File: config.mk
export PLATFORM = sky130hd
export DESIGN_NAME = delimiter_line_framer_core_flat
export DESIGN_NICKNAME = d
export VERILOG_FILES = /design/src/rtl/core/dlf_pkg.sv /design/src/rtl/core/dlf_in_if.sv /design/src/rtl/core/dlf_out_if.sv /design/src/rtl/core/dlf_store.sv /design/src/rtl/core/dlf_emit.sv /design/src/rtl/core/delimiter_line_framer_core.sv /design/src/flat_wrapper.sv
export VERILOG_INCLUDE_DIRS = /design/src /design/src/rtl/core
export SDC_FILE = /design/constraint.sdc
export NUM_CORES = 1
export LEC_CHECK = 0
export ABC_CLOCK_PERIOD_IN_PS = 4200
export BUFFER_PORTS_ARGS = -buffer_cell sky130_fd_sc_hd__buf_2
export CORE_MARGIN = 2
export CORE_UTILIZATION = 56
export DETAILED_ROUTE_END_ITERATION = 6
export HOLD_SLACK_MARGIN = 0.05
export PLACE_DENSITY = 0.76
export SKIP_LAST_GASP = 1
export SLEW_MARGIN = 30
export SYNTH_ARGS = -nofsm -noshare
export SYNTH_HDL_FRONTEND = slang
export SYNTH_HIERARCHICAL = 1
export SYNTH_SLANG_ARGS = --single-unit
File: constraint.sdc
create_clock -name clk_i -period 4.2 [get_ports clk_i]
set_input_delay 0.21 -clock clk_i [delete_from_list [all_inputs] [get_ports clk_i]]
set_output_delay 0.21 -clock clk_i [all_outputs]
set_load 0.05 [all_outputs]
File: src/rtl/core/assert_macros.svh
// assertion macros shared by the framer rtl
`ifndef ASSERT_MACROS_SVH
`define ASSERT_MACROS_SVH

// property must hold at every clock edge outside reset
`define DLF_ASSERT(name, prop, msg) \
  name: assert property (@(posedge clk_i) disable iff (!rst_ni) (prop)) else $error(msg);

// condition must never be seen outside reset
`define DLF_ASSERT_NEVER(name, cond, msg) \
  `DLF_ASSERT(name, !(cond), msg)

`endif

File: src/rtl/core/dlf_pkg.sv
// shared types and constants of the delimiter line framer
package dlf_pkg;

  // width of fill count and message length (up to depth plus one)
  localparam int unsigned CNT_W = 7;
  localparam int unsigned CFG_W = 32;
  localparam int unsigned CFG_IDX_W = 3;

  localparam logic [7:0] DELIM_NL = 8'h0A;

  localparam logic [2:0]  DELIM_LEN_RST = 3'd1;
  localparam logic [31:0] DELIM_BYTES_RST = 32'h0000_000A;
  localparam logic [6:0]  LENGTH_LIMIT_RST = 7'd64;

  typedef enum logic [CFG_IDX_W-1:0] {
    CFG_DELIM_LEN    = 3'd0,
    CFG_DELIM_BYTES  = 3'd1,
    CFG_KEEP_DELIM   = 3'd2,
    CFG_LENGTH_LIMIT = 3'd3
  } cfg_idx_e;

  // message start request from the ingest side to the emitter
  typedef struct packed {
    logic             start;
    logic [CNT_W-1:0] len;
  } emit_cmd_t;

endpackage

File: src/rtl/core/dlf_in_if.sv
// input channel: one command or stream byte per beat
interface dlf_in_if;
  logic       valid;
  logic       ready;
  logic       cmd;
  logic [7:0] data_byte;

  modport source (output valid, output cmd, output data_byte, input ready);
  modport sink   (input valid, input cmd, input data_byte, output ready);
endinterface

File: src/rtl/core/dlf_out_if.sv
// output channel: one message byte per beat
interface dlf_out_if;
  logic       valid;
  logic       ready;
  logic [7:0] msg_byte;
  logic       msg_last;
  logic       msg_empty;

  modport source (output valid, output msg_byte, output msg_last, output msg_empty,
                  input ready);
  modport sink   (input valid, input msg_byte, input msg_last, input msg_empty,
                  output ready);
endinterface

File: src/rtl/core/dlf_store.sv
// message byte store: one write port, one read port, registered read data
module dlf_store #(
  parameter int unsigned BUFFER_DEPTH = 64
) (
  input  logic                            clk_i,
  input  logic                            we_i,
  input  logic [$clog2(BUFFER_DEPTH)-1:0] waddr_i,
  input  logic [7:0]                      wdata_i,
  input  logic                            re_i,
  input  logic [$clog2(BUFFER_DEPTH)-1:0] raddr_i,
  output logic [7:0]                      rdata_o
);

  logic [7:0] mem_q [BUFFER_DEPTH];
  logic [7:0] rdata_q;

  always_ff @(posedge clk_i) begin
    if (we_i) begin
      mem_q[waddr_i] <= wdata_i;
    end
  end

  // read data holds until the next read
  always_ff @(posedge clk_i) begin
    if (re_i) begin
      rdata_q <= mem_q[raddr_i];
    end
  end

  assign rdata_o = rdata_q;

endmodule

File: src/rtl/core/dlf_emit.sv
// message emitter: reads the store into the output register, one byte a cycle while that register is free
`include "assert_macros.svh"

module dlf_emit #(
  parameter int unsigned BUFFER_DEPTH = 64
) (
  input  logic                            clk_i,
  input  logic                            rst_ni,
  input  dlf_pkg::emit_cmd_t              cmd_i,
  output logic                            busy_o,
  output logic                            re_o,
  output logic [$clog2(BUFFER_DEPTH)-1:0] raddr_o,
  input  logic [7:0]                      rdata_i,
  dlf_out_if.source                       out_o
);

  localparam int unsigned AddrW = $clog2(BUFFER_DEPTH);

  logic [dlf_pkg::CNT_W-1:0] rem_q, rem_d;
  logic [AddrW-1:0]          idx_q, idx_d;
  logic                      pend_q, pend_d;
  logic                      pend_last_q, pend_last_d;
  logic                      empty_pend_q, empty_pend_d;
  logic                      out_valid_q, out_valid_d;
  logic [7:0]                out_byte_q, out_byte_d;
  logic                      out_last_q, out_last_d;
  logic                      out_empty_q, out_empty_d;

  logic out_free, move, emit_empty, issue;

  assign out_free   = !out_valid_q || out_o.ready;
  assign move       = pend_q && out_free;
  assign emit_empty = empty_pend_q && out_free;
  assign issue      = (rem_q != '0) && (!pend_q || move);

  assign busy_o  = (rem_q != '0) || pend_q || empty_pend_q;
  assign re_o    = issue;
  assign raddr_o = idx_q;

  always_comb begin
    rem_d        = rem_q;
    idx_d        = idx_q;
    pend_d       = pend_q;
    pend_last_d  = pend_last_q;
    empty_pend_d = empty_pend_q;
    out_valid_d  = out_valid_q;
    out_byte_d   = out_byte_q;
    out_last_d   = out_last_q;
    out_empty_d  = out_empty_q;

    if (issue) begin
      rem_d       = rem_q - dlf_pkg::CNT_W'(1);
      idx_d       = idx_q + AddrW'(1);
      pend_d      = 1'b1;
      pend_last_d = (rem_q == dlf_pkg::CNT_W'(1));
    end else if (move) begin
      pend_d = 1'b0;
    end

    if (emit_empty) begin
      empty_pend_d = 1'b0;
    end

    if (cmd_i.start) begin
      rem_d        = cmd_i.len;
      idx_d        = '0;
      empty_pend_d = (cmd_i.len == '0);
    end

    // output register: store data, empty marker or drain
    if (move) begin
      out_valid_d = 1'b1;
      out_byte_d  = rdata_i;
      out_last_d  = pend_last_q;
      out_empty_d = 1'b0;
    end else if (emit_empty) begin
      out_valid_d = 1'b1;
      out_byte_d  = '0;
      out_last_d  = 1'b1;
      out_empty_d = 1'b1;
    end else if (out_o.ready) begin
      out_valid_d = 1'b0;
    end
  end

  always_ff @(posedge clk_i or negedge rst_ni) begin
    if (!rst_ni) begin
      rem_q        <= '0;
      pend_q       <= 1'b0;
      empty_pend_q <= 1'b0;
      out_valid_q  <= 1'b0;
    end else begin
      rem_q        <= rem_d;
      pend_q       <= pend_d;
      empty_pend_q <= empty_pend_d;
      out_valid_q  <= out_valid_d;
    end
  end

  always_ff @(posedge clk_i) begin
    idx_q       <= idx_d;
    pend_last_q <= pend_last_d;
    out_byte_q  <= out_byte_d;
    out_last_q  <= out_last_d;
    out_empty_q <= out_empty_d;
  end

  assign out_o.valid     = out_valid_q;
  assign out_o.msg_byte  = out_byte_q;
  assign out_o.msg_last  = out_last_q;
  assign out_o.msg_empty = out_empty_q;

  `DLF_ASSERT(a_start_when_idle, cmd_i.start |-> !busy_o, "message start while emitter busy")
  `DLF_ASSERT_NEVER(a_pend_excl, pend_q && empty_pend_q, "read pending with empty marker")
  `DLF_ASSERT(a_empty_is_last, out_valid_q && out_empty_q |-> out_last_q, "empty beat not last")
  `DLF_ASSERT(a_rem_steps, issue && !cmd_i.start |=> rem_q == $past(rem_q) - 1'b1,
              "remaining count did not step on a read")

endmodule

File: src/rtl/core/delimiter_line_framer_core.sv
// top level of the delimiter line framer: ingest, delimiter match, store and emitter
//
//   channel  dir  beat contents                    handshake
//   in_i     in   cmd, data_byte                   valid/ready
//   out_o    out  msg_byte, msg_last, msg_empty    valid/ready
//   cfg      in   cfg_we_i, cfg_idx_i, cfg_data_i  write strobe, no wait
//
// flow: one input beat a cycle while the emitter is idle; a match within
//   the limit starts the emitter, and input stalls until the single store
//   read port has fetched every payload byte and the last one, or the empty
//   marker, is in the output register; output beats go one per cycle if ready
// reset: clears configuration, fill count, window and emitter; the store is
//   not cleared, only bytes written since the last clear are ever read
// stalls: a held output beat blocks input only while the emitter still has
//   payload bytes or the empty marker to pass to the output register; the emitter
//   keeps one fetched byte in the store read register behind the output register
module delimiter_line_framer_core #(
  parameter int unsigned BUFFER_DEPTH = 64,
  parameter int unsigned MAX_DELIM    = 4
) (
  input  logic                                clk_i,
  input  logic                                rst_ni,
  dlf_in_if.sink                              in_i,
  dlf_out_if.source                           out_o,
  input  logic                                cfg_we_i,
  input  logic [dlf_pkg::CFG_IDX_W-1:0]       cfg_idx_i,
  input  logic [dlf_pkg::CFG_W-1:0]           cfg_data_i
);

  localparam int unsigned AddrW = $clog2(BUFFER_DEPTH);
  localparam int unsigned WinW  = 8 * MAX_DELIM;
  localparam int unsigned CntW  = dlf_pkg::CNT_W;

  // configuration registers
  logic [2:0]  delim_len_q;
  logic [31:0] delim_bytes_q;
  logic        keep_delim_q;
  logic [6:0]  length_limit_q;

  // message state: fill count and window of the newest held bytes
  logic [CntW-1:0] fill_q, fill_d;
  logic [WinW-1:0] win_q, win_d;

  logic            accept, push;
  logic [2:0]      dlen;
  logic [31:0]     dpat;
  logic [CntW-1:0] limit;
  logic [CntW-1:0] count;
  logic [WinW-1:0] win_new;
  logic [MAX_DELIM-1:0] match_k;
  logic            delim_hit;
  logic            fits;
  logic [CntW-1:0] payload;

  dlf_pkg::emit_cmd_t emit_cmd;
  logic               emit_busy;
  logic               store_re;
  logic [AddrW-1:0]   store_raddr;
  logic [7:0]         store_rdata;

  // config writes, out-of-range indexes are dropped
  always_ff @(posedge clk_i or negedge rst_ni) begin
    if (!rst_ni) begin
      delim_len_q    <= dlf_pkg::DELIM_LEN_RST;
      delim_bytes_q  <= dlf_pkg::DELIM_BYTES_RST;
      keep_delim_q   <= 1'b0;
      length_limit_q <= dlf_pkg::LENGTH_LIMIT_RST;
    end else if (cfg_we_i) begin
      unique case (dlf_pkg::cfg_idx_e'(cfg_idx_i))
        dlf_pkg::CFG_DELIM_LEN:    delim_len_q    <= cfg_data_i[2:0];
        dlf_pkg::CFG_DELIM_BYTES:  delim_bytes_q  <= cfg_data_i[31:0];
        dlf_pkg::CFG_KEEP_DELIM:   keep_delim_q   <= cfg_data_i[0];
        dlf_pkg::CFG_LENGTH_LIMIT: length_limit_q <= cfg_data_i[6:0];
        default: ;
      endcase
    end
  end

  // input is taken whenever the emitter is not busy with the previous message
  assign in_i.ready = !emit_busy;
  assign accept     = in_i.valid && in_i.ready;
  assign push       = accept && !in_i.cmd;

  // effective delimiter: length zero means a lone newline, long ones saturate
  always_comb begin
    if (delim_len_q == '0) begin
      dlen = 3'd1;
      dpat = {24'd0, dlf_pkg::DELIM_NL};
    end else if (delim_len_q > 3'(MAX_DELIM)) begin
      dlen = 3'(MAX_DELIM);
      dpat = delim_bytes_q;
    end else begin
      dlen = delim_len_q;
      dpat = delim_bytes_q;
    end
  end

  assign limit = (length_limit_q > 7'(BUFFER_DEPTH)) ? CntW'(BUFFER_DEPTH)
                                                     : CntW'(length_limit_q);

  assign count   = fill_q + CntW'(1);
  assign win_new = (win_q << 8) | WinW'(in_i.data_byte);

  // one compare per delimiter length, newest byte against the last pattern byte
  always_comb begin
    match_k = '0;
    for (int k = 0; k < MAX_DELIM; k++) begin
      match_k[k] = 1'b1;
      for (int i = 0; i <= k; i++) begin
        if (dpat[8*i +: 8] != win_new[8*(k-i) +: 8]) begin
          match_k[k] = 1'b0;
        end
      end
    end
  end

  always_comb begin
    delim_hit = 1'b0;
    for (int k = 0; k < MAX_DELIM; k++) begin
      if (dlen == 3'(k + 1) && match_k[k]) begin
        delim_hit = 1'b1;
      end
    end
    // the whole delimiter must lie in bytes held since the last clear
    if (8'(count) < 8'(dlen)) begin
      delim_hit = 1'b0;
    end
  end

  assign fits    = (count <= limit);
  assign payload = keep_delim_q ? count : count - CntW'(dlen);

  always_comb begin
    fill_d = fill_q;
    win_d  = win_q;
    if (accept) begin
      if (in_i.cmd || !fits || delim_hit) begin
        fill_d = '0;
        win_d  = '0;
      end else begin
        fill_d = count;
        win_d  = win_new;
      end
    end
  end

  always_ff @(posedge clk_i or negedge rst_ni) begin
    if (!rst_ni) begin
      fill_q <= '0;
      win_q  <= '0;
    end else begin
      fill_q <= fill_d;
      win_q  <= win_d;
    end
  end

  assign emit_cmd.start = push && fits && delim_hit;
  assign emit_cmd.len   = payload;

  // every byte within the limit is stored at its place in the message
  dlf_store #(
    .BUFFER_DEPTH(BUFFER_DEPTH)
  ) u_store (
    .clk_i   (clk_i),
    .we_i    (push && fits),
    .waddr_i (fill_q[AddrW-1:0]),
    .wdata_i (in_i.data_byte),
    .re_i    (store_re),
    .raddr_i (store_raddr),
    .rdata_o (store_rdata)
  );

  dlf_emit #(
    .BUFFER_DEPTH(BUFFER_DEPTH)
  ) u_emit (
    .clk_i   (clk_i),
    .rst_ni  (rst_ni),
    .cmd_i   (emit_cmd),
    .busy_o  (emit_busy),
    .re_o    (store_re),
    .raddr_o (store_raddr),
    .rdata_i (store_rdata),
    .out_o   (out_o)
  );

endmodule

File: src/flat_wrapper.sv
// flat-port wrapper written by rule: the top's interface ports become plain ports
module delimiter_line_framer_core_flat 
#(
  parameter int unsigned BUFFER_DEPTH = 64,
  parameter int unsigned MAX_DELIM    = 4
)
  (clk_i, rst_ni, cfg_we_i, cfg_idx_i, cfg_data_i, in_i_valid, in_i_cmd, in_i_data_byte, in_i_ready, out_o_valid, out_o_msg_byte, out_o_msg_last, out_o_msg_empty, out_o_ready);
  dlf_in_if in_i_i ();
  dlf_out_if out_o_i ();
  input  logic clk_i;
  input  logic rst_ni;
  input  logic cfg_we_i;
  input  logic [dlf_pkg::CFG_IDX_W-1:0] cfg_idx_i;
  input  logic [dlf_pkg::CFG_W-1:0] cfg_data_i;
  input wire logic [$bits(in_i_i.valid)-1:0] in_i_valid;
  input wire logic [$bits(in_i_i.cmd)-1:0] in_i_cmd;
  input wire logic [$bits(in_i_i.data_byte)-1:0] in_i_data_byte;
  output wire logic [$bits(in_i_i.ready)-1:0] in_i_ready;
  output wire logic [$bits(out_o_i.valid)-1:0] out_o_valid;
  output wire logic [$bits(out_o_i.msg_byte)-1:0] out_o_msg_byte;
  output wire logic [$bits(out_o_i.msg_last)-1:0] out_o_msg_last;
  output wire logic [$bits(out_o_i.msg_empty)-1:0] out_o_msg_empty;
  input wire logic [$bits(out_o_i.ready)-1:0] out_o_ready;
  assign in_i_i.valid = in_i_valid;
  assign in_i_i.cmd = in_i_cmd;
  assign in_i_i.data_byte = in_i_data_byte;
  assign in_i_ready = in_i_i.ready;
  assign out_o_valid = out_o_i.valid;
  assign out_o_msg_byte = out_o_i.msg_byte;
  assign out_o_msg_last = out_o_i.msg_last;
  assign out_o_msg_empty = out_o_i.msg_empty;
  assign out_o_i.ready = out_o_ready;
  delimiter_line_framer_core #(.BUFFER_DEPTH(BUFFER_DEPTH), .MAX_DELIM(MAX_DELIM)) u_core (.clk_i(clk_i), .rst_ni(rst_ni), .in_i(in_i_i), .out_o(out_o_i), .cfg_we_i(cfg_we_i), .cfg_idx_i(cfg_idx_i), .cfg_data_i(cfg_data_i));
endmodule
Word-level counts from Yosys, hierarchy flattened
Memory sizes are Yosys's and may differ from the RTL's. A register that Yosys moved wholly into a read port is not among the register bits.
Cells that the tools add are included.

word-level totals
  memories = 1
  memory bits (writable) = 512
  register bits = 101
  bits of input ports = 49

memories
  memory                depth  width  read ports  clocked after memory_dff  write ports  line             RTL
  u_core.u_store.mem_q  64     8      1           1                         1            dlf_store.sv:14  logic [7:0] mem_q [BUFFER_DEPTH];

operators by class
  $lt $le $gt $ge = 4
  $add $sub $neg = 4
  eq/ne operators = 18
  muxes and demuxes = 37
  bitwise logic cells = 1
  reduce and logical (&&, ||, !) cells = 35

operator list
  kind                                               number
  inequality test 8 bit                              10
  2-to-1 mux 7 bit                                   5
  2-to-1 mux 32 bit                                  1
  bitwise OR 32 x 8 -> 32 bit                        1
  2-to-1 mux 1 bit                                   26
  2-to-1 mux 24 bit                                  1
  2-to-1 mux 8 bit                                   2
  == test 3 x 2 -> 1 bit (second input constant)     4
  logical AND 1 bit                                  11
  AND reduction 2 bit                                4
  nonzero test 2 bit                                 4
  adder 7 x 1 -> 7 bit (second input constant)       1
  == test 7 x 1 -> 1 bit (second input constant)     1
  > comparator 7 bit (second input constant)         1
  less-or-equal comparator 7 bit                     1
  zero test 7 bit                                    1
  less-than comparator 7 x 3 -> 1 bit                1
  nonzero test 7 bit                                 1
  subtractor 7 x 1 -> 7 bit (second input constant)  1
  subtractor 7 x 3 -> 7 bit                          1
  adder 6 x 1 -> 6 bit (second input constant)       1
  == test 3 x 1 -> 1 bit (second input constant)     2
  zero test 3 bit                                    2
  logical OR 1 bit                                   6
  5 further kinds                                    10

Logic depth before layout (Yosys ltp)
  depth in word-level cells = 12
  mapped depth = 15
  mapped depth without buffers = 14

Cells and area by module
Netlist, hierarchy kept.

by module, submodules not included
  module                      cells each  times used  area an instance (µm²)  sequential area each (µm²)
  dlf_store                   940         1           20246.9                 15615.0
  delimiter_line_framer_core  584         1           5290.1                  1856.8
  dlf_emit                    117         1           1307.5                  690.7

Worst setup path after synthesis
Ideal clock, no wire load.

  kind = flip-flop to flip-flop
  start = register u_core/u_emit/rem_q[0] (netlist name)
  end = memory u_core.u_store.mem_q[48][0], enable pin
  buffers on the path = 1
  data required time = 3.817 ns
  data arrival time = 3.797 ns
  clock period less this slack = 4.180 ns
  cell stages (with the launch flop) = 12
  setup slack = 0.020 ns
  setup time = 0.383 ns
  cells stage by stage = dfrtp_1 -> inv_1 -> ha_1 -> or3b_1 -> buf_2 -> nor2_1 -> nand2_1 -> inv_1 -> nand2_1 -> nor4_1 -> nand4b_1 -> nor3_1

between the ends
  cells in the longest elaborated chain, start to end = 9

ends and longest elaborated chain
  element                                 line                               RTL
  start, declared                         dlf_emit.sv:19                     logic [dlf_pkg::CNT_W-1:0] rem_q, rem_d;
  start signal, assigned                  dlf_emit.sv:93                     rem_q <= rem_d;
  nonzero test 7 bit                      dlf_emit.sv:36                     assign busy_o = (rem_q != '0) || pend_q || empty_pend_q;
  logical OR 1 bit (2 in series)          dlf_emit.sv:36
  via u_core.emit_busy                    delimiter_line_framer_core.sv:56   logic emit_busy;
  zero test 1 bit                         delimiter_line_framer_core.sv:80   assign in_i.ready = !emit_busy;
  via in_i_ready                          flat_wrapper.sv:18                 output wire logic [$bits(in_i_i.ready)-1:0] in_i_ready;
  logical AND 1 bit                       delimiter_line_framer_core.sv:81   assign accept = in_i.valid && in_i.ready;
  logical AND 1 bit                       delimiter_line_framer_core.sv:82   assign push = accept && !in_i.cmd;
  logical AND 1 bit                       delimiter_line_framer_core.sv:165  .we_i (push && fits),
  2-to-1 mux 1 bit                        dlf_store.sv:18                    if (we_i) begin
  2-to-1 mux 1 bit (not written as such)  dlf_store.sv:19                    mem_q[waddr_i] <= wdata_i;
  end, declared                           dlf_store.sv:14

The timed path passes the listed nets, and every way through them passes these cells.

Worst setup path after layout
  start = register u_core.fill_q[4]
  end = memory u_core.u_store.mem_q[4][0], enable pin

between the ends
  cells in the longest elaborated chain, start to end = 5

ends and longest elaborated chain
  element                                 line                               RTL
  start, declared                         delimiter_line_framer_core.sv:41   logic [CntW-1:0] fill_q, fill_d;
  start signal, assigned                  delimiter_line_framer_core.sv:152  fill_q <= fill_d;
  adder 7 x 1 -> 7 bit                    delimiter_line_framer_core.sv:101  assign count = fill_q + CntW'(1);
  less-or-equal comparator 7 bit          delimiter_line_framer_core.sv:130  assign fits = (count <= limit);
  logical AND 1 bit                       delimiter_line_framer_core.sv:165
  2-to-1 mux 1 bit                        dlf_store.sv:18
  2-to-1 mux 1 bit (not written as such)  dlf_store.sv:19

Several ways; a longest one is shown, not always the timed one.

==> Flow_metrics.wiki <==
{| class="wikitable"
! Metric !! Value
|-
| Final setup vio count || 0
|-
| Horizontal die dimension || 223 um
|-
| Most frequent cell after synthesis || sky130_fd_sc_hd__edfxtp_1
|-
| Power density over cell area || 599 nW/um^2
|-
| Setup repair after global routing missed its margin || no
|-
| GRT Total Usage || 26.3%
|-
| Filler instances || 3,199
|-
| Largest family of logic cells by synthesized area || multiplexers
|-
| Cells along the critical path || nand3_1, nor2_1, xnor2_1, inv_1, ha_1, o21a_1, o22ai_1, a211oi_1, nor4_4, nor2b_1, nand2_1, nor2_1, buf_4
|-
| Synthesized instance count || 1,641
|-
| Routed wire per std cell || 26.1 um
|-
| Maximum number of pins on one net before global-route repair || 85
|-
| Num rows || 80
|-
| Share of the synthesized area in compound gates (AO/OA/AOI/OAI) || 5.90%
|-
| Die outline area || 49,700 sq um
|-
| Detailed Routing Iterations Pass 1 || 5
|-
| Number of synthesized register bits || 621
|-
| Number of buffers added for setup after CTS || 0
|-
| Synth warn || 6
|-
| Congestion Overflow GR || 0
|-
| Cell occurring most often along the worst timing path || sky130_fd_sc_hd__nor2_1
|-
| Antenna violations before repair || 2
|-
| Maximum resistive drop on vdd || 522 uV
|-
| Final routed DRC violation total || 0
|-
| Timing endpoint of the critical path || u_core/u_store/mem_q[4][0]
|-
| Library cell occupying the most area in the post-synthesis netlist || sky130_fd_sc_hd__edfxtp_1
|-
| Slowest cell delay on critical path || 0.55 ns
|-
| CP Launch Point || u_core/fill_q[4]
|-
| Hold Vio Cnt, Final || 0
|-
| List of most frequent post-synthesis cells || 530 x sky130_fd_sc_hd__edfxtp_1, 147 x sky130_fd_sc_hd__nor2_1, 126 x sky130_fd_sc_hd__mux4_2
|-
| Area of the core || 47,500 sq um
|-
| Maximum root-to-sink buffer count || 3
|-
| Tightest Pin Transition || 0.968 ns
|-
| Post-synthesis cell type count || 83
|-
| Classification of the worst-slack hold path || input pin to flip-flop
|-
| First-pass GRT wire length || 98,000 um
|-
| Kind of critical path || flip-flop to flip-flop
|-
| Multiplexer share of the synthesized area || 13.7%
|-
| Proportion of total power due to net switching || 31.6%
|-
| Reg-to-reg slack, setup || 0.37 ns
|-
| Number of port buffers || 60
|-
| Top-level I/O count || 61
|-
| Dominant register cell in the synthesized netlist || sky130_fd_sc_hd__edfxtp_1
|-
| Number of inserted diodes || 0
|-
| Net switching component of the power || 0.00579 W
|-
| Startpoint class of the critical path || flip-flop
|-
| Starting utilization of the core area || 56.5%
|-
| Final total power || 0.0183 W
|-
| Maximum frequency from static timing analysis || 0.261 GHz
|-
| Fraction of power consumed by the clock network || 29.3%
|-
| Net count after synthesis || 1,706
|-
| Chip Height || 223 um
|-
| TritonCTS clock tree || yes
|-
| Critical path fanouts, max || 12
|-
| Clock slew at reported path FFs || 0.07 ns
|-
| Share of Yosys cell area claimed by the top area cell type || 59.3%
|-
| H-tree level count || 2
|-
| Area Overhead vs Synth || 13.9%
|-
| Routed wire length || 64,300 um
|-
| Number of maximum-capacitance violations || 0
|-
| Critical path's slowest cell || sky130_fd_sc_hd__dfrtp_1
|-
| Hpwl dp || 40,500 um
|-
| Highest-utilization routing layer at the global route stage || met2
|-
| Met1 track demand over resource in global routing || 37.1%
|-
| Worst-skew pair later-pin latency || 0.64 ns
|-
| Final critical-path required period || 3.83 ns
|-
| Post-synthesis average cell area || 16.4 sq um
|-
| Sequential group share of total power || 43.4%
|-
| Global-route met3 utilization || 3.90%
|-
| Capture instance of the worst register-to-register path || u_core/u_store/mem_q[4][0]
|-
| Crit path capture type || flip-flop
|-
| Global placer's final weighted congestion || 0.930
|-
| Met2 Use GR || 43.1%
|-
| Run status || finished clean
|-
| Total Negative Setup Slacks || 0 ns
|-
| Endpoint required time on the critical path || 4.51 ns
|-
| Final period util || 91.3%
|-
| Arrival time at the worst endpoint || 4.15 ns
|-
| Biggest area contributors in the synthesized netlist || sky130_fd_sc_hd__edfxtp_1 59%, sky130_fd_sc_hd__mux4_2 11%, sky130_fd_sc_hd__dfrtp_1 7.5%
|-
| Part of the total power dissipated in combinational logic || 27.3%
|-
| Final count of pins violating max slew || 0
|-
| Static power due to leakage || 10.4 nW
|-
| Cell area after technology mapping || 26,800 sq um
|-
| Total via count in the routed design || 15,900
|-
| Reg2reg start || u_core/fill_q[4]
|-
| Detail Route Antenna Nets || 0
|-
| Share of flip-flops with an asynchronous set or reset || 13.5%
|-
| Number of enable-type register cells in the synthesized netlist || 530
|-
| Share of the yosys chip area belonging to registers || 67.7%
|-
| Layout net count || 1,862
|-
| Count of clock tree sinks || 621
|-
| Number of DRC violations after detailed-routing iteration 0 || 2,052
|-
| Simple-gate share of the synthesized area || 7.77%
|-
| Share of synthesized cell area in full adder, half adder and majority cells || 0.774%
|-
| Depth of the worst register-to-register path || 13
|-
| Vias in the first global route || 15,700
|-
| Xor/xnor share of the synthesized area || 1.60%
|-
| Layout cell share with drive strength beyond 1 || 25.2%
|-
| Vias per std cell || 6.48
|-
| Worst rel slew slack || 35.5%
|-
| Final Skew || 0.0354 ns
|-
| Root Driver || sky130_fd_sc_hd__clkbuf_16
|-
| Internal Pwr Total || 0.0125 W
|-
| Cts bufs inserted || 59
|}
## worst max-delay path: cells and delay by family (launching register included)
family / cells / cell delay, ns
fa+ha+maj: 1 / 0.32
flops: 1 / 0.55
compound gates: 3 / 0.42
buf+inv: 2 / 0.29
simple gates: 6 / 1.70
xor+xnor: 1 / 0.22
## cell type report
cell class,count,area [sq um],share of cell area [%]
clock buffers,63,1490,4.88
clock inverters,47,468,1.53
inverters,28,105,0.344
multi-input cells,883,8040,26.3
flip-flops and latches,621,18200,59.4
well taps,615,769,2.52
repair buffers,204,1530,5.00
## metal layers
layer,routed length [um],up-vias
li1,-,6839
met1,25300,8104
met2,31500,873
met3,5710,119
met4,1800,0
met5,0,-
## placed cells by master, fill, tap and decap left out, drive strengths merged, types with 9 or more instances in the layout
| master | Yosys | layout |
|---|---|---|
| a21oi | 15 | 15 |
| a22o | 26 | 26 |
| a31oi | 22 | 22 |
| and3 | 11 | 11 |
| buf | 60 | 162 |
| clkbuf | 49 | 63 |
| clkinv | 0 | 30 |
| dfrtp | 80 | 80 |
| dlygate4sd3 | 0 | 42 |
| edfxtp | 530 | 530 |
| ha | 15 | 15 |
| inv | 28 | 32 |
| mux2 | 52 | 52 |
| mux2i | 25 | 25 |
| mux4 | 126 | 126 |
| nand2 | 63 | 63 |
| nand2b | 28 | 28 |
| nand3 | 27 | 27 |
| nand4 | 15 | 15 |
| nor2 | 147 | 147 |
| nor2b | 21 | 21 |
| nor3 | 16 | 16 |
| nor4 | 19 | 19 |
| nor4b | 9 | 9 |
| nor4bb | 18 | 18 |
| o21ai | 37 | 37 |
| o221ai | 9 | 9 |
| o22ai | 14 | 14 |
| o32ai | 18 | 18 |
| xnor2 | 31 | 31 |
| xor2 | 18 | 18 |
## power groups by stage
stage / Sequential [W] / Clock (W) / Combinational, W
floorplan: 0.00744 / 0 / 0.00409
global placement: 0.00803 / 0 / 0.00482
detailed placement: 0.00806 / 0 / 0.00491
CTS: 0.00794 / 0.00544 / 0.00499
global route: 0.00802 / 0.00565 / 0.00537
finish: 0.00795 / 0.00536 / 0.00501
## kinds of logic (layout without fill, tap and decap cells)
logic type                 after synthesis  count (layout)
DFF                                    621             621
muxes                                  203             203
buffers and inverters                  137             342
and+or+nand+nor                        403             403
xor gates and xnor gates                49              49
adders and majority gates               16              16
AOI/OAI and AO/OA                      212             212
## registers in the layout, indices dropped and copies added (netlist names)
signal,flops
u_core/keep_delim_q,1
u_core/u_emit/raddr_o,6
u_core/win_q,24
u_core/u_emit/rem_q,7
u_core/delim_len_q,3
u_core/u_store/mem_q,512
u_core/u_emit/out_o.msg_last,1
u_core/u_emit/pend_q,1
u_core/u_emit/out_o.msg_byte,8
u_core/fill_q,7
u_core/u_emit/out_o.msg_empty,1
u_core/u_emit/out_o.valid,1
u_core/u_emit/pend_last_q,1
u_core/u_emit/empty_pend_q,1
u_core/delim_bytes_q,32
u_core/u_store/rdata_o,8
u_core/length_limit_q,7
## worst min-delay path by stage
stage                            from                        to  slack (ns)  cells past startpoint
CTS                 in_i_data_byte[0]           u_core/win_q[0]        0.05                      2
detailed placement             rst_ni  u_core/delim_bytes_q[19]        0.33                      1
global placement       cfg_data_i[15]  u_core/delim_bytes_q[15]        0.41                      3
global route        in_i_data_byte[0]           u_core/win_q[0]        0.07                      2
finish              in_i_data_byte[0]           u_core/win_q[0]        0.09                      2
floorplan                      rst_ni   u_core/delim_bytes_q[0]       -0.09                      0
## what timing repair did
| action | CTS | global route |
|---|---|---|
| resized for setup | 0 | 8 |
| hold buffers | 42 | 0 |
| hold endpoints to repair | 131 | 0 |
| setup endpoints to repair | 0 | 80 |
## stage by stage
step	instance area [sq um]	instances	setup slack (ns)	hold slack, ns	utilization [%]
final	30600	2461	0.366	0.0895	64.3
after global routing	30600	2461	0.132	0.0740	64.3
after CTS	30600	2461	0.123	0.0545	64.3
after detailed placement	28200	2309	0.219	0.327	59.3
after global placement	28200	2309	0.407	0.413	59.2
after floorplan	26800	1641	0.0201	-0.0856	-
Note: power is estimated with default switching activity, not from simulation.
